--- config.mk ---
export PLATFORM = sky130hd
export DESIGN_NAME = seven_segment_message_encoder_flat
export DESIGN_NICKNAME = d
export VERILOG_FILES = /design/src/design/ssme_pkg.sv /design/src/design/ssme_req_if.sv /design/src/design/ssme_rsp_if.sv /design/src/design/ssme_front.sv /design/src/design/ssme_digits.sv /design/src/design/ssme_glyph.sv /design/src/design/ssme_serializer.sv /design/src/design/seven_segment_message_encoder.sv /design/src/flat_wrapper.sv
export SDC_FILE = /design/constraint.sdc
export NUM_CORES = 1
export LEC_CHECK = 0
export ABC_AREA = 1
export BUFFER_PORTS_ARGS = -buffer_cell sky130_fd_sc_hd__buf_2
export CAP_MARGIN = 20
export CORE_UTILIZATION = 59
export CTS_CLUSTER_DIAMETER = 200
export DETAILED_ROUTE_END_ITERATION = 12
export GPL_ROUTABILITY_DRIVEN = 0
export PLACE_DENSITY = 0.83
export SKIP_CTS_REPAIR_TIMING = 1
export SLEW_MARGIN = 20
export SYNTH_ARGS = -nofsm -noshare
export SYNTH_HDL_FRONTEND = slang
export SYNTH_SLANG_ARGS = --single-unit
export TNS_END_PERCENT = 5
--- constraint.sdc ---
create_clock -name clock -period 6.63 [get_ports clock]
set_clock_uncertainty 0.2 [all_clocks]
set_input_delay 0.3315 -clock clock [delete_from_list [all_inputs] [get_ports clock]]
set_output_delay 0.3315 -clock clock [all_outputs]
set_load 0.03 [all_outputs]
--- src/design/ssme_pkg.sv ---
// ----------------------------------------------------------------------------
// ssme_pkg: seven-segment message encoder package
// Command codes, character codes, font ROM, pipeline payload types and the
// decimal digit step shared by the encoder modules.
// ----------------------------------------------------------------------------
`default_nettype none

package ssme_pkg;

   typedef enum logic [2:0] {
      OP_MESSAGE = 3'd0,
      OP_NUMBER  = 3'd1,
      OP_ERROR   = 3'd2,
      OP_PIN     = 3'd3,
      OP_VERSION = 3'd4
   } op_type;

   localparam int CHAR_COUNT   = 5;
   localparam int POS_WIDTH    = 3;
   localparam int MSG_WIDTH    = 30;
   localparam int REM_WIDTH    = 17;
   localparam int Q_WIDTH      = 16;
   localparam int PROD_WIDTH   = 55;
   localparam int RECIP_SHIFT  = 39;
   localparam int DIGIT_STAGES = 4;

   typedef logic [5:0]           code_type;
   typedef logic [7:0]           seg_type;
   typedef logic [3:0]           digit_type;
   typedef logic [REM_WIDTH-1:0] rem_val_type;
   typedef logic [POS_WIDTH-1:0] pos_type;

   localparam pos_type LAST_POS = pos_type'(CHAR_COUNT - 1);

   // floor(x / 3125) == (x * RECIP_MULT) >> 39 for every 27-bit x
   localparam logic [27:0]  RECIP_MULT = 28'd175921861;
   localparam rem_val_type  DEC_SPAN   = 17'd100000;

   localparam logic [DIGIT_STAGES-1:0][REM_WIDTH-1:0] DIGIT_WEIGHTS =
      {17'd10, 17'd100, 17'd1000, 17'd10000};

   localparam code_type    CODE_SPACE    = 6'd10;
   localparam code_type    CODE_MINUS    = 6'd11;
   localparam code_type    CODE_E        = 6'd20;
   localparam code_type    CODE_I        = 6'd24;
   localparam code_type    CODE_O        = 6'd30;
   localparam code_type    CODE_R        = 6'd33;
   localparam logic [7:0]  CODE_LETTER_A = 8'd16;

   typedef struct packed {
      op_type                 op;
      logic [MSG_WIDTH-1:0]   msg;
      rem_val_type            rem;
   } rem_type;

   typedef struct packed {
      op_type                            op;
      logic [MSG_WIDTH-1:0]              msg;
      logic [CHAR_COUNT-1:0][3:0]        digits;
   } code_src_type;

   typedef logic [CHAR_COUNT-1:0][7:0] seg_row_type;

   typedef struct packed {
      digit_type   digit;
      rem_val_type rem;
   } digit_step_type;

   // one decimal digit off the top: nine parallel compares against k*weight
   function automatic digit_step_type digit_step(input rem_val_type rem,
                                                 input rem_val_type weight);
      digit_step_type res;
      rem_val_type    mult_w;
      rem_val_type    sub;
      mult_w    = '0;
      sub       = '0;
      res.digit = '0;
      for (int k = 1; k <= 9; k++) begin
         mult_w = mult_w + weight;
         if (rem >= mult_w) begin
            res.digit = digit_type'(k);
            sub       = mult_w;
         end
      end
      res.rem = rem - sub;
      return res;
   endfunction

   // font ROM, .gfedcba; codes past the font are blank
   function automatic seg_type glyph_of(input code_type code);
      seg_type seg;
      case (code)
         6'd0:    seg = 8'h3F;
         6'd1:    seg = 8'h06;
         6'd2:    seg = 8'h5B;
         6'd3:    seg = 8'h4F;
         6'd4:    seg = 8'h66;
         6'd5:    seg = 8'h6D;
         6'd6:    seg = 8'h7D;
         6'd7:    seg = 8'h07;
         6'd8:    seg = 8'h7F;
         6'd9:    seg = 8'h6F;
         6'd11:   seg = 8'h40;
         6'd16:   seg = 8'h77;
         6'd17:   seg = 8'h7C;
         6'd18:   seg = 8'h39;
         6'd19:   seg = 8'h5E;
         6'd20:   seg = 8'h79;
         6'd21:   seg = 8'h71;
         6'd22:   seg = 8'h3D;
         6'd23:   seg = 8'h76;
         6'd24:   seg = 8'h30;
         6'd25:   seg = 8'h0E;
         6'd26:   seg = 8'h7A;
         6'd27:   seg = 8'h38;
         6'd29:   seg = 8'h54;
         6'd30:   seg = 8'h3F;
         6'd31:   seg = 8'h73;
         6'd33:   seg = 8'h50;
         6'd34:   seg = 8'h6D;
         6'd35:   seg = 8'h78;
         6'd36:   seg = 8'h3E;
         6'd40:   seg = 8'h72;
         6'd41:   seg = 8'h5B;
         default: seg = 8'h00;
      endcase
      return seg;
   endfunction

endpackage

`default_nettype wire

--- src/design/ssme_req_if.sv ---
// ----------------------------------------------------------------------------
// ssme_req_if: command channel
// Valid/ready channel carrying one display command per transaction.
// ----------------------------------------------------------------------------
`default_nettype none

interface ssme_req_if;
   logic        valid;
   logic        ready;
   logic [2:0]  op;
   logic [31:0] value;

   modport source (output valid, output op, output value, input ready);
   modport sink   (input valid, input op, input value, output ready);
endinterface

`default_nettype wire

--- src/design/ssme_rsp_if.sv ---
// ----------------------------------------------------------------------------
// ssme_rsp_if: segment byte channel
// Valid/ready channel carrying one segment byte per transaction.
// ----------------------------------------------------------------------------
`default_nettype none

interface ssme_rsp_if;
   logic       valid;
   logic       ready;
   logic [7:0] segments;
   logic [2:0] position;
   logic       last;

   modport source (output valid, output segments, output position, output last,
                   input ready);
   modport sink   (input valid, input segments, input position, input last,
                   output ready);
endinterface

`default_nettype wire

--- src/design/ssme_front.sv ---
// ----------------------------------------------------------------------------
// ssme_front: command intake and modulo-100000 reduction
// Three stages: reciprocal multiply, quotient back-multiply, subtract.
// Illegal commands are taken and dropped here.
// ----------------------------------------------------------------------------
`default_nettype none

module ssme_front (
   input  logic                  clock,
   input  logic                  reset,
   input  logic                  in_valid,
   output logic                  in_ready,
   input  logic [2:0]            in_op,
   input  logic [31:0]           in_value,
   output logic                  out_valid,
   input  logic                  out_ready,
   output ssme_pkg::rem_type     out_data
);

   logic                                 s1_valid_ff, s1_valid_in, s1_ready;
   ssme_pkg::op_type                     s1_op_ff, s1_op_in;
   logic [ssme_pkg::MSG_WIDTH-1:0]       s1_msg_ff;
   logic [ssme_pkg::PROD_WIDTH-1:0]      s1_prod_ff, s1_prod_in;

   logic                                 s2_valid_ff, s2_ready;
   ssme_pkg::op_type                     s2_op_ff;
   logic [ssme_pkg::MSG_WIDTH-1:0]       s2_msg_ff;
   ssme_pkg::rem_val_type                s2_qm_ff, s2_qm_in;
   logic [ssme_pkg::Q_WIDTH-1:0]         s2_quot;

   logic                                 s3_valid_ff, s3_ready;
   ssme_pkg::rem_type                    s3_data_ff, s3_data_in;

   assign s3_ready = !s3_valid_ff || out_ready;
   assign s2_ready = !s2_valid_ff || s3_ready;
   assign s1_ready = !s1_valid_ff || s2_ready;
   assign in_ready = s1_ready;

   always_comb begin
      s1_op_in    = ssme_pkg::op_type'(in_op);
      s1_valid_in = in_valid && (in_op <= ssme_pkg::OP_VERSION);
      s1_prod_in  = ssme_pkg::PROD_WIDTH'(in_value[31:5])
                  * ssme_pkg::PROD_WIDTH'(ssme_pkg::RECIP_MULT);
   end

   always_comb begin
      s2_quot  = s1_prod_ff[ssme_pkg::RECIP_SHIFT +: ssme_pkg::Q_WIDTH];
      s2_qm_in = ssme_pkg::rem_val_type'({1'b0, s2_quot}) * ssme_pkg::DEC_SPAN;
   end

   always_comb begin
      s3_data_in.op  = s2_op_ff;
      s3_data_in.msg = s2_msg_ff;
      if (s2_op_ff == ssme_pkg::OP_NUMBER) begin
         s3_data_in.rem = s2_msg_ff[ssme_pkg::REM_WIDTH-1:0] - s2_qm_ff;
      end else begin
         s3_data_in.rem = ssme_pkg::rem_val_type'(s2_msg_ff[7:0]);
      end
   end

   always_ff @(posedge clock) begin
      if (reset) begin
         s1_valid_ff <= 1'b0;
         s2_valid_ff <= 1'b0;
         s3_valid_ff <= 1'b0;
      end else begin
         if (s1_ready) begin
            s1_valid_ff <= s1_valid_in;
         end
         if (s2_ready) begin
            s2_valid_ff <= s1_valid_ff;
         end
         if (s3_ready) begin
            s3_valid_ff <= s2_valid_ff;
         end
      end
   end

   always_ff @(posedge clock) begin
      if (s1_ready) begin
         s1_op_ff   <= s1_op_in;
         s1_msg_ff  <= in_value[ssme_pkg::MSG_WIDTH-1:0];
         s1_prod_ff <= s1_prod_in;
      end
      if (s2_ready) begin
         s2_op_ff  <= s1_op_ff;
         s2_msg_ff <= s1_msg_ff;
         s2_qm_ff  <= s2_qm_in;
      end
      if (s3_ready) begin
         s3_data_ff <= s3_data_in;
      end
   end

   assign out_valid = s3_valid_ff;
   assign out_data  = s3_data_ff;

`ifndef SYNTH
   a_rem_in_range: assert property (@(posedge clock) disable iff (reset)
      (out_valid && out_data.op == ssme_pkg::OP_NUMBER) |->
         (out_data.rem < ssme_pkg::DEC_SPAN))
      else $error("remainder out of decimal range");
   a_no_illegal_op: assert property (@(posedge clock) disable iff (reset)
      s1_valid_ff |-> (s1_op_ff <= ssme_pkg::OP_VERSION))
      else $error("illegal command entered pipeline");
`endif

endmodule

`default_nettype wire

--- src/design/ssme_digits.sv ---
// ----------------------------------------------------------------------------
// ssme_digits: decimal digit pipeline
// Four stages peel off the ten-thousands, thousands, hundreds and tens digit;
// the remainder left is the units digit.
// ----------------------------------------------------------------------------
`default_nettype none

module ssme_digits (
   input  logic                      clock,
   input  logic                      reset,
   input  logic                      in_valid,
   output logic                      in_ready,
   input  ssme_pkg::rem_type         in_data,
   output logic                      out_valid,
   input  logic                      out_ready,
   output ssme_pkg::code_src_type    out_data
);

   typedef struct packed {
      ssme_pkg::op_type                          op;
      logic [ssme_pkg::MSG_WIDTH-1:0]            msg;
      ssme_pkg::rem_val_type                     rem;
      logic [ssme_pkg::CHAR_COUNT-1:0][3:0]      digits;
   } dig_type;

   localparam int N = ssme_pkg::DIGIT_STAGES;

   logic [N-1:0]            valid_ff;
   logic [N-1:0]            stage_ready;
   logic [N-1:0]            src_valid;
   dig_type                 data_ff [N];
   dig_type                 data_in [N];
   dig_type                 src_data [N];
   ssme_pkg::digit_step_type step [N];

   always_comb begin
      for (int i = 0; i < N; i++) begin
         if (i == 0) begin
            src_valid[i]       = in_valid;
            src_data[i].op     = in_data.op;
            src_data[i].msg    = in_data.msg;
            src_data[i].rem    = in_data.rem;
            src_data[i].digits = '0;
         end else begin
            src_valid[i] = valid_ff[i-1];
            src_data[i]  = data_ff[i-1];
         end
         step[i]               = ssme_pkg::digit_step(src_data[i].rem,
                                                      ssme_pkg::DIGIT_WEIGHTS[i]);
         data_in[i]            = src_data[i];
         data_in[i].rem        = step[i].rem;
         data_in[i].digits[i]  = step[i].digit;
      end
   end

   always_comb begin
      stage_ready[N-1] = !valid_ff[N-1] || out_ready;
      for (int i = N - 2; i >= 0; i--) begin
         stage_ready[i] = !valid_ff[i] || stage_ready[i+1];
      end
   end

   assign in_ready = stage_ready[0];

   always_ff @(posedge clock) begin
      if (reset) begin
         valid_ff <= '0;
      end else begin
         for (int i = 0; i < N; i++) begin
            if (stage_ready[i]) begin
               valid_ff[i] <= src_valid[i];
            end
         end
      end
   end

   always_ff @(posedge clock) begin
      for (int i = 0; i < N; i++) begin
         if (stage_ready[i]) begin
            data_ff[i] <= data_in[i];
         end
      end
   end

   always_comb begin
      out_valid     = valid_ff[N-1];
      out_data.op   = data_ff[N-1].op;
      out_data.msg  = data_ff[N-1].msg;
      out_data.digits = data_ff[N-1].digits;
      out_data.digits[ssme_pkg::CHAR_COUNT-1] = data_ff[N-1].rem[3:0];
   end

`ifndef SYNTH
   a_digits_decimal: assert property (@(posedge clock) disable iff (reset)
      out_valid |-> (out_data.digits[0] <= 4'd9 && out_data.digits[1] <= 4'd9 &&
                     out_data.digits[2] <= 4'd9 && out_data.digits[3] <= 4'd9 &&
                     out_data.digits[4] <= 4'd9))
      else $error("digit outside 0..9");
`endif

endmodule

`default_nettype wire

--- src/design/ssme_glyph.sv ---
// ----------------------------------------------------------------------------
// ssme_glyph: character code build and font lookup
// Forms the five character codes for the command and maps each through the
// font ROM into one registered row of segment bytes.
// ----------------------------------------------------------------------------
`default_nettype none

module ssme_glyph (
   input  logic                      clock,
   input  logic                      reset,
   input  logic                      in_valid,
   output logic                      in_ready,
   input  ssme_pkg::code_src_type    in_data,
   output logic                      out_valid,
   input  logic                      out_ready,
   output ssme_pkg::seg_row_type     out_data
);

   logic                                        valid_ff;
   ssme_pkg::seg_row_type                       seg_ff, seg_in;
   ssme_pkg::code_type [ssme_pkg::CHAR_COUNT-1:0] codes;
   logic [7:0]                                  pin_sum;
   ssme_pkg::code_type                          pin_code;

   assign in_ready = !valid_ff || out_ready;

   always_comb begin
      pin_sum = ssme_pkg::CODE_LETTER_A + in_data.msg[7:0];
      if (pin_sum[7:6] != 2'b00) begin
         pin_code = ssme_pkg::CODE_SPACE;
      end else begin
         pin_code = pin_sum[5:0];
      end
      for (int k = 0; k < ssme_pkg::CHAR_COUNT; k++) begin
         codes[k] = ssme_pkg::CODE_SPACE;
      end
      case (in_data.op)
         ssme_pkg::OP_MESSAGE: begin
            for (int k = 0; k < ssme_pkg::CHAR_COUNT; k++) begin
               codes[k] = in_data.msg[6*k +: 6];
            end
         end
         ssme_pkg::OP_NUMBER: begin
            for (int k = 0; k < ssme_pkg::CHAR_COUNT; k++) begin
               codes[k] = {2'b00, in_data.digits[k]};
            end
         end
         ssme_pkg::OP_ERROR: begin
            codes[0] = ssme_pkg::CODE_E;
            codes[1] = ssme_pkg::CODE_R;
            codes[2] = ssme_pkg::CODE_R;
            codes[3] = {2'b00, in_data.digits[3]};
            codes[4] = {2'b00, in_data.digits[4]};
         end
         ssme_pkg::OP_PIN: begin
            codes[0] = ssme_pkg::CODE_I;
            codes[1] = ssme_pkg::CODE_O;
            codes[2] = ssme_pkg::CODE_MINUS;
            codes[3] = pin_code;
            codes[4] = ssme_pkg::CODE_SPACE;
         end
         ssme_pkg::OP_VERSION: begin
            codes[0] = ssme_pkg::CODE_R;
            codes[1] = ssme_pkg::CODE_SPACE;
            codes[2] = ssme_pkg::CODE_SPACE;
            codes[3] = {2'b00, in_data.digits[3]};
            codes[4] = {2'b00, in_data.digits[4]};
         end
         default: begin
            for (int k = 0; k < ssme_pkg::CHAR_COUNT; k++) begin
               codes[k] = ssme_pkg::CODE_SPACE;
            end
         end
      endcase
      for (int k = 0; k < ssme_pkg::CHAR_COUNT; k++) begin
         seg_in[k] = ssme_pkg::glyph_of(codes[k]);
      end
   end

   always_ff @(posedge clock) begin
      if (reset) begin
         valid_ff <= 1'b0;
      end else if (in_ready) begin
         valid_ff <= in_valid;
      end
   end

   always_ff @(posedge clock) begin
      if (in_ready) begin
         seg_ff <= seg_in;
      end
   end

   assign out_valid = valid_ff;
   assign out_data  = seg_ff;

endmodule

`default_nettype wire

--- src/design/ssme_serializer.sv ---
// ----------------------------------------------------------------------------
// ssme_serializer: segment byte output stage
// Holds one row of five segment bytes and sends them one per transaction in
// shift order, flagging the fifth. A new row loads when idle or as the last byte leaves.
// ----------------------------------------------------------------------------
`default_nettype none

module ssme_serializer (
   input  logic                      clock,
   input  logic                      reset,
   input  logic                      in_valid,
   output logic                      in_ready,
   input  ssme_pkg::seg_row_type     in_data,
   output logic                      rsp_valid,
   input  logic                      rsp_ready,
   output logic [7:0]                rsp_segments,
   output logic [2:0]                rsp_position,
   output logic                      rsp_last
);

   logic                    busy_ff, busy_in;
   ssme_pkg::pos_type       pos_ff, pos_in;
   ssme_pkg::seg_row_type   row_ff;
   logic                    is_last;
   logic                    load;

   assign is_last  = (pos_ff == ssme_pkg::LAST_POS);
   assign in_ready = !busy_ff || (rsp_ready && is_last);
   assign load     = in_valid && in_ready;

   always_comb begin
      busy_in = busy_ff;
      pos_in  = pos_ff;
      if (load) begin
         busy_in = 1'b1;
         pos_in  = '0;
      end else if (busy_ff && rsp_ready) begin
         if (is_last) begin
            busy_in = 1'b0;
         end else begin
            pos_in = pos_ff + 3'd1;
         end
      end
   end

   always_ff @(posedge clock) begin
      if (reset) begin
         busy_ff <= 1'b0;
         pos_ff  <= '0;
      end else begin
         busy_ff <= busy_in;
         pos_ff  <= pos_in;
      end
   end

   always_ff @(posedge clock) begin
      if (load) begin
         row_ff <= in_data;
      end
   end

   assign rsp_valid    = busy_ff;
   assign rsp_segments = row_ff[pos_ff];
   assign rsp_position = pos_ff;
   assign rsp_last     = busy_ff && is_last;

`ifndef SYNTH
   a_pos_bound: assert property (@(posedge clock) disable iff (reset)
      rsp_valid |-> (pos_ff <= ssme_pkg::LAST_POS))
      else $error("byte position past fifth character");
   a_pos_step: assert property (@(posedge clock) disable iff (reset)
      (rsp_valid && rsp_ready && !rsp_last) |=>
         (rsp_valid && pos_ff == 3'($past(pos_ff) + 3'd1)))
      else $error("byte position did not advance");
   a_load_start: assert property (@(posedge clock) disable iff (reset)
      (in_valid && in_ready) |=> (rsp_valid && pos_ff == '0))
      else $error("new row did not start at first byte");
`endif

endmodule

`default_nettype wire

--- src/design/seven_segment_message_encoder.sv ---
// ----------------------------------------------------------------------------
// seven_segment_message_encoder: display command to segment byte encoder
// Turns one display command into five seven-segment bytes in shift order.
// ----------------------------------------------------------------------------
// Each command on req_ch yields five bytes on rsp_ch (.gfedcba, dot always
// clear), positions 0 to 4, last set on the fifth. Commands pass an
// eight-stage pipeline (reciprocal multiply, back-multiply, subtract, four
// decimal digit stages, font lookup) into an output register that sends one
// byte per transaction, one byte per cycle while rsp_ch is ready; new
// commands keep entering the pipeline while earlier bytes are being sent.
// Up to eight commands can sit in the pipeline behind a stalled output.
// Commands with an unused op code (5 to 7) are taken and give no bytes.
// ----------------------------------------------------------------------------
`default_nettype none

module seven_segment_message_encoder (
   input  logic          clock,
   input  logic          reset,
   ssme_req_if.sink      req_ch,
   ssme_rsp_if.source    rsp_ch
);

   logic                        rem_valid, rem_ready;
   ssme_pkg::rem_type           rem_data;
   logic                        src_valid, src_ready;
   ssme_pkg::code_src_type      src_data;
   logic                        row_valid, row_ready;
   ssme_pkg::seg_row_type       row_data;

   ssme_front u_front (
      .clock     (clock),
      .reset     (reset),
      .in_valid  (req_ch.valid),
      .in_ready  (req_ch.ready),
      .in_op     (req_ch.op),
      .in_value  (req_ch.value),
      .out_valid (rem_valid),
      .out_ready (rem_ready),
      .out_data  (rem_data)
   );

   ssme_digits u_digits (
      .clock     (clock),
      .reset     (reset),
      .in_valid  (rem_valid),
      .in_ready  (rem_ready),
      .in_data   (rem_data),
      .out_valid (src_valid),
      .out_ready (src_ready),
      .out_data  (src_data)
   );

   ssme_glyph u_glyph (
      .clock     (clock),
      .reset     (reset),
      .in_valid  (src_valid),
      .in_ready  (src_ready),
      .in_data   (src_data),
      .out_valid (row_valid),
      .out_ready (row_ready),
      .out_data  (row_data)
   );

   ssme_serializer u_serializer (
      .clock        (clock),
      .reset        (reset),
      .in_valid     (row_valid),
      .in_ready     (row_ready),
      .in_data      (row_data),
      .rsp_valid    (rsp_ch.valid),
      .rsp_ready    (rsp_ch.ready),
      .rsp_segments (rsp_ch.segments),
      .rsp_position (rsp_ch.position),
      .rsp_last     (rsp_ch.last)
   );

endmodule

`default_nettype wire

--- src/flat_wrapper.sv ---
// flat-port wrapper written by rule: the top's interface ports become plain ports
module seven_segment_message_encoder_flat 
  (clock, reset, req_ch_valid, req_ch_op, req_ch_value, req_ch_ready, rsp_ch_valid, rsp_ch_segments, rsp_ch_position, rsp_ch_last, rsp_ch_ready);
  ssme_req_if req_ch_i ();
  ssme_rsp_if rsp_ch_i ();
  input  logic clock;
  input  logic reset;
  input wire logic [$bits(req_ch_i.valid)-1:0] req_ch_valid;
  input wire logic [$bits(req_ch_i.op)-1:0] req_ch_op;
  input wire logic [$bits(req_ch_i.value)-1:0] req_ch_value;
  output wire logic [$bits(req_ch_i.ready)-1:0] req_ch_ready;
  output wire logic [$bits(rsp_ch_i.valid)-1:0] rsp_ch_valid;
  output wire logic [$bits(rsp_ch_i.segments)-1:0] rsp_ch_segments;
  output wire logic [$bits(rsp_ch_i.position)-1:0] rsp_ch_position;
  output wire logic [$bits(rsp_ch_i.last)-1:0] rsp_ch_last;
  input wire logic [$bits(rsp_ch_i.ready)-1:0] rsp_ch_ready;
  assign req_ch_i.valid = req_ch_valid;
  assign req_ch_i.op = req_ch_op;
  assign req_ch_i.value = req_ch_value;
  assign req_ch_ready = req_ch_i.ready;
  assign rsp_ch_valid = rsp_ch_i.valid;
  assign rsp_ch_segments = rsp_ch_i.segments;
  assign rsp_ch_position = rsp_ch_i.position;
  assign rsp_ch_last = rsp_ch_i.last;
  assign rsp_ch_i.ready = rsp_ch_ready;
  seven_segment_message_encoder u_core (.clock(clock), .reset(reset), .req_ch(req_ch_i), .rsp_ch(rsp_ch_i));
endmodule
; After elaboration in Yosys (flattened, before gate mapping)
; Memories as Yosys holds them, arrays and structs flattened. A register that Yosys moved wholly into a read port is not among the register bits.
; Index checks and enable logic that the tools add are counted.
[word_totals]
out_inout_bits = 14
inputBits = 39
ff_bits = 275
rom_bits = 2240
ram_bits = 280
memories = 6
elab_cells = 208
[mem_list]
columns = memory, words, width, rd, rd_clocked_by_memory_dff, write_ports, line_no
row1 = (name not given), 64, 7, 1, 1, 0, ssme_pkg.sv:92  ; case (code)
row2 = (name not given), 64, 7, 1, 1, 0, ssme_pkg.sv:92
row3 = (name not given), 64, 7, 1, 1, 0, ssme_pkg.sv:92
row4 = (name not given), 64, 7, 1, 1, 0, ssme_pkg.sv:92
row5 = (name not given), 64, 7, 1, 1, 0, ssme_pkg.sv:92
row6 = u_core.u_digits.data_ff, 4, 70, 4, 0, 4, ssme_digits.sv:31  ; dig_type data_ff [N];
[classes]
muxes = 88
eq_ne = 6
n_reduce_logical = 30
add_sub_neg = 7
multipliers = 2
order_cmp = 38
n_bitwise = 1
[op_table]
columns = operator, n
row1 = 17-bit two-way mux, 32
row2 = 30-bit one-hot mux with 5 select lines, 1
row3 = 4-bit two-way mux, 33
row4 = "17-bit by 10-bit greater-or-equal comparator with 1-bit output, second input constant", 5
row5 = 17-bit subtractor, 5
row6 = "17-bit by 13-bit greater-or-equal comparator with 1-bit output, second input constant", 4
row7 = "17-bit by 7-bit greater-or-equal comparator with 1-bit output, second input constant", 4
row8 = "27-bit by 28-bit multiplier with 55-bit output, second input constant", 1
row9 = "17-bit by 16-bit greater-or-equal comparator with 1-bit output, second input constant", 3
row10 = "17-bit greater-or-equal comparator, second input constant", 3
row11 = "17-bit by 6-bit greater-or-equal comparator with 1-bit output, second input constant", 3
row12 = "17-bit by 9-bit greater-or-equal comparator with 1-bit output, second input constant", 3
row13 = "17-bit by 12-bit greater-or-equal comparator with 1-bit output, second input constant", 2
row14 = "17-bit by 14-bit greater-or-equal comparator with 1-bit output, second input constant", 2
row15 = "17-bit by 15-bit greater-or-equal comparator with 1-bit output, second input constant", 2
row16 = "17-bit by 5-bit greater-or-equal comparator with 1-bit output, second input constant", 2
row17 = 8-bit binary-select mux with 3-bit select, 1
row18 = "17-bit by 11-bit greater-or-equal comparator with 1-bit output, second input constant", 1
row19 = "17-bit by 4-bit greater-or-equal comparator with 1-bit output, second input constant", 1
row20 = "17-bit by 8-bit greater-or-equal comparator with 1-bit output, second input constant", 1
row21 = "16-bit by 12-bit multiplier with 12-bit output, second input constant", 1
row22 = 8-bit two-way mux, 2
row23 = 1-bit two-way mux, 15
row24 = 14-bit two-way mux, 1
row25 = 18 further kinds, 44

; Depth between registers and ports, before layout
; An unclocked memory read counts as a cell.
[depth]
depth_word = 12
depth_mapped = 26
ltp_nobuf = 26

; By module
; From an unflattened synthesis, not the netlist that was laid out.
[unflattened]
cells_unflattened = 3801
hier_area_um2 = 35452.8
[by_module_without_submodules]
columns = mod, area_each_um2, seq_area_each_um2, n_inst, cells_per_inst
row1 = ssme_front, 19109.6, 4113.9, 1, 2078
row2 = ssme_digits, 10042.1, 6896.6, 1, 835
row3 = ssme_glyph, 4504.3, 1071.0, 1, 734
row4 = ssme_serializer, 1796.7, 1281.2, 1, 154

; Worst setup path after synthesis
; Ideal clock, no wire load.
[synth_path]
path_type = register -> register
from = reg u_core.u_serializer.pos_ff[0], in the netlist u_core.u_serializer.rsp_position[0]
to = reg u_core.u_front.s1_msg_ff[0] (netlist name), enable pin
stages_incl_launch_ff = 11
n_path_buf = 2
setup_slack_ns = -0.695
setup_time_ns = 0.629
arrival_time_ns = 6.496
period_less_slack_ns = 7.325
required_time_ns = 5.801
path_cell_list = dfxtp_1 clkbuf_1 inv_1 clkbuf_1 ha_1 a31oi_4 nand3_1 nor2_1 nand4_1 nor2_1 nand2_1
[synth_via]
elab_chain_cells = 11
[synth_rtl]
columns = element, line_no
row1 = start: declaration, ssme_serializer.sv:22  ; ssme_pkg::pos_type pos_ff, pos_in;
row2 = start signal: assignment, ssme_serializer.sv:52  ; pos_ff <= pos_in;
row3 = 3-bit equality test, ssme_serializer.sv:27  ; assign is_last = (pos_ff == ssme_pkg::LAST_POS);
row4 = 1-bit logical AND, ssme_serializer.sv:28  ; assign in_ready = !busy_ff || (rsp_ready && is_last);
row5 = 1-bit logical OR, ssme_serializer.sv:28
row6 = 1-bit logical OR, ssme_glyph.sv:25  ; assign in_ready = !valid_ff || out_ready;
row7 = 1-bit logical OR, ssme_digits.sv:57  ; stage_ready[N-1] = !valid_ff[N-1] || out_ready;
row8 = net u_core.u_digits.stage_ready[3], ssme_digits.sv:29  ; logic [N-1:0] stage_ready;
row9 = 1-bit logical OR (3 in series), ssme_digits.sv:59  ; stage_ready[i] = !valid_ff[i] || stage_ready[i+1];
row10 = 1-bit logical OR, ssme_front.sv:34  ; assign s3_ready = !s3_valid_ff || out_ready;
row11 = net u_core.u_front.s3_ready, ssme_front.sv:31  ; logic s3_valid_ff, s3_ready;
row12 = 1-bit logical OR, ssme_front.sv:35  ; assign s2_ready = !s2_valid_ff || s3_ready;
row13 = 1-bit logical OR, ssme_front.sv:36  ; assign s1_ready = !s1_valid_ff || s2_ready;
row14 = net req_ch_ready, flat_wrapper.sv:11  ; output wire logic [$bits(req_ch_i.ready)-1:0] req_ch_ready;
row15 = end signal: assignment, ssme_front.sv:82  ; s1_msg_ff <= in_value[ssme_pkg::MSG_WIDTH-1:0];
row16 = end: declaration, ssme_front.sv:22  ; logic [ssme_pkg::MSG_WIDTH-1:0] s1_msg_ff;
; The timed path passes the listed nets, and every way through them passes these cells.
; A chain may end at the register's enable or synchronous reset.

; Worst setup path after layout
[layout_path]
from = in req_ch_value[28]
to = reg u_core.u_front.s1_prod_ff[50] (netlist name) (data pin)
[layout_via]
elab_chain_cells = 1
[layout_rtl]
columns = element, line_no
row1 = start: declaration, flat_wrapper.sv:10  ; input wire logic [$bits(req_ch_i.value)-1:0] req_ch_value;
row2 = 27-bit by 28-bit multiplier with 55-bit output, ssme_front.sv:43  ; * ssme_pkg::PROD_WIDTH'(ssme_pkg::RECIP_MULT);
row3 = net u_core.u_front.s1_prod_in (one bit), ssme_front.sv:23  ; logic [ssme_pkg::PROD_WIDTH-1:0] s1_prod_ff, s1_prod_in;
row4 = end signal: assignment, ssme_front.sv:83  ; s1_prod_ff <= s1_prod_in;
row5 = end: declaration, ssme_front.sv:23
; The timed path passes the listed nets, and every way through them passes these cells.

==> run_results.csv <==
group,metric,value,unit
die,chipHeight,243,um
logic_synthesis,avgSynthCellArea,9.74,sq um
logic_synthesis,yosys.area.top_type,"edfxtp_1",
logic_synthesis,synth_seq_cells,434,
drt,post_drt_wl_per_cell,18.4,um
drt,ant_nets,0,
global_route,track_usage,27.8,%
die,ioPinCount,53,
worst_setup_path,critPathLaunchType,"input port",
finish,drive_above_1_share,5.33,%
finish,area_delta_synth_final,8.87,%
worst_setup_path,arrival,6.49,ns
global_route,antenna_found_initial,0,
logic_synthesis,yosysWarningCount,0,
global_route,grtUsageMet3,6.57,%
finish,final_common_cell,"inv_1",
finish,fin_nets,4330,
drt,wl,81.2,mm
finish,fin_area,0.0372,sq mm
global_route,grt.busiest_layer,"met2",
clock_network,clockBufferDepth,3,
outcome,status,"finished clean",
logic_synthesis,synth-simple-area-share,14.2,%
logic_synthesis,yosys.area.top_type_share,37.1,%
clock_network,root_buffer,"clkbuf_16",
sta,whs,0.202,ns
worst_setup_path,end_kind,"flip-flop",
placement,place_area,0.0353,sq mm
clock_network,cts.sinks,434,
global_route,overflow,0,
placement,dp_hpwl,62.7,mm
die,core,0.0568,sq mm
sta,fin_crit_sh,95.7,%
global_route,first_global_vias,25000,
sta,maxSlewHeadroom,30.9,%
sta,min_period,6.35,ns
run,max_cap_violations,0,
global_route,grtUsageMet1,34.3,%
worst_setup_path,crit_fanout,7,
die,die-area,0.0589,sq mm
logic_synthesis,synthTopCellsByArea,"edfxtp_1 37%, fa_1 17%, ha_1 14%",
sta,drv_slew,0,
placement,placedCellCount,4296,
logic_synthesis,synth-main-ff-cell,"edfxtp_1",
clock_network,htreeDepth,2,
drt,drc_errors,0,
logic_synthesis,synthCells,3510,
logic_synthesis,ys_seq_area_share,37.8,%
global_route,use_met2,46.6,%
drt,vias,25000,
logic_synthesis,synth.net_count,4216,
worst_setup_path,critical_path_class,"in2reg",
drt,drtPass1Iterations,7,
clock_network,clkLatencyLatePin,0.59,ns
logic_synthesis,synth_compound_area_share,6.79,%
sta,worst_pin_slew,1.03,ns
logic_synthesis,synth-edff-count,422,
global_route,grt_pass1_wl,129,mm
drt,drtIter0Drc,2463,
logic_synthesis,synth_cell_types,55,
logic_synthesis,synthXorXnorAreaFrac,1.44,%
logic_synthesis,synth_top_family_by_area,"adder cells",
finish,diodes,0,
sta,final_hold_viol_count,0,
drt,vias_per_cell,5.65,
finish,fin_cells,4417,
clock_network,cts_tree,"done",
logic_synthesis,synthAdderAreaFrac,30.7,%
min_path,holdCritPathClass,"reg2reg",
clock_network,cts.clk_slew.worst_paths,0.07,ns
sta,timing.fmax,158,MHz
sta,finalSetupViolCount,0,
die,die_w,243,um
die,rows,87,
die,start_util,60.1,%
logic_synthesis,synthArstFlopShare,0,%
logic_synthesis,netlist_area,0.0342,sq mm
finish,final_cell_mix,"762 x inv_1, 644 x nand2_1, 422 x edfxtp_1",
clock_network,cts_buffers,45,
worst_setup_path,crit_required,6.78,ns
global_route,grt_max_degree,57,
sta,fin_tns_setup,0,ns
placement,port_buffers,51,
logic_synthesis,synth_mux_area_share,0,%
## stage by stage
stage | setup WS (ns) | util, %
finish | 0.282 | 65.5
floorplan | 0.469 | -
global route | -0.00113 | 65.5
global placement | 0.463 | 62.1
detailed placement | 0.335 | 62.1
CTS | 0.943 | 64.8
## path summary, 6_finish.rpt
check / start / endpoint / slack (ns) / depth (start not counted)
setup / recovery: req_ch_value[28] / u_core.u_front.s1_prod_ff[50] / 0.28 / 25
setup reg to reg: u_core.u_serializer.rsp_position[0] / u_core.u_front.s1_valid_ff / 1.29 / 13
hold reg to reg: u_core.u_digits.data_ff[2][52] / u_core.u_digits.data_ff[3][52] / 0.20 / 0
hold / removal: u_core.u_digits.data_ff[2][52] / u_core.u_digits.data_ff[3][52] / 0.20 / 0
## critical path, stage by stage
cell and delay [ns]:
dlygate4sd3_1 0.54, buf_2 0.23, ha_1 0.37, inv_1 0.17, fa_1 0.53, inv_1 0.05, fa_1 0.50, inv_1 0.06
fa_1 0.55, inv_1 0.06, fa_1 0.52, fa_1 0.56, inv_1 0.06, fa_1 0.53, inv_1 0.04, ha_1 0.31
nand2_1 0.13, inv_1 0.07, nand2_1 0.06, nand3_1 0.10, a21o_1 0.19, o21ai_0 0.29, nand3_1 0.13, nand2_1 0.07
nand2_1 0.04
## cells in the mapped netlist (7+ instances only)
cell	count
o21a_1	7
a221o_1	7
ha_1	381
xnor2_1	20
o211ai_1	14
a31oi_1	13
nand2_2	7
or2_2	9
nand3_1	186
nor2_1	180
nor3_1	39
clkbuf_1	12
a21oi_2	7
nand2_1	646
inv_2	8
o21ai_0	122
a21oi_1	180
edfxtp_1	422
a21o_1	11
xor2_1	36
inv_1	764
nand4_1	41
buf_4	8
o21bai_1	13
dfxtp_1	12
fa_1	286
buf_2	10
## flip-flops by register name (all words and copies together), names as in the netlist
signal                            count
u_core.u_digits.data_ff             217
u_core.u_digits.valid_ff              4
u_core.u_front.out_data              45
u_core.u_front.out_valid              1
u_core.u_front.s1_msg_ff             30
u_core.u_front.s1_op_ff               3
u_core.u_front.s1_prod_ff            12
u_core.u_front.s1_valid_ff            1
u_core.u_front.s2_msg_ff             30
u_core.u_front.s2_op_ff               3
u_core.u_front.s2_qm_ff              12
u_core.u_front.s2_valid_ff            1
u_core.u_glyph.out_data              35
u_core.u_glyph.out_valid              1
u_core.u_serializer.row_ff           35
u_core.u_serializer.rsp_position      3
u_core.u_serializer.rsp_valid         1
## per-layer routing
metal  vias to the layer above  share of wire, %
li1                      11600                 -
met1                     11800                38
met2                      1281                48
met3                       290               8.8
met4                         0               5.1
met5                         -                 0
## area by class of cell
type | instances | area, sq um
clock inverters | 30 | 354
repair buffers | 101 | 723
fillers | 4127 | 19600
inverters | 773 | 2900
clock buffers | 54 | 1190
multi-input cells | 2269 | 18200
flip-flops and latches | 434 | 12900
well taps | 756 | 946
## cells by family (layout without fill, tap and decap cells)
kind of cell               count (synthesis)  after routing
AOI/OAI and AO/OA                        404            404
other                                      1              1
adders and majority gates                667            667
DFF                                      434            434
xor gates and xnor gates                  56             56
buffers and inverters                    807            958
and+or+nand+nor                         1141           1141
Power is not shown: default switching activity piles up to over one toggle a cycle in this logic, so the estimate is an artifact.
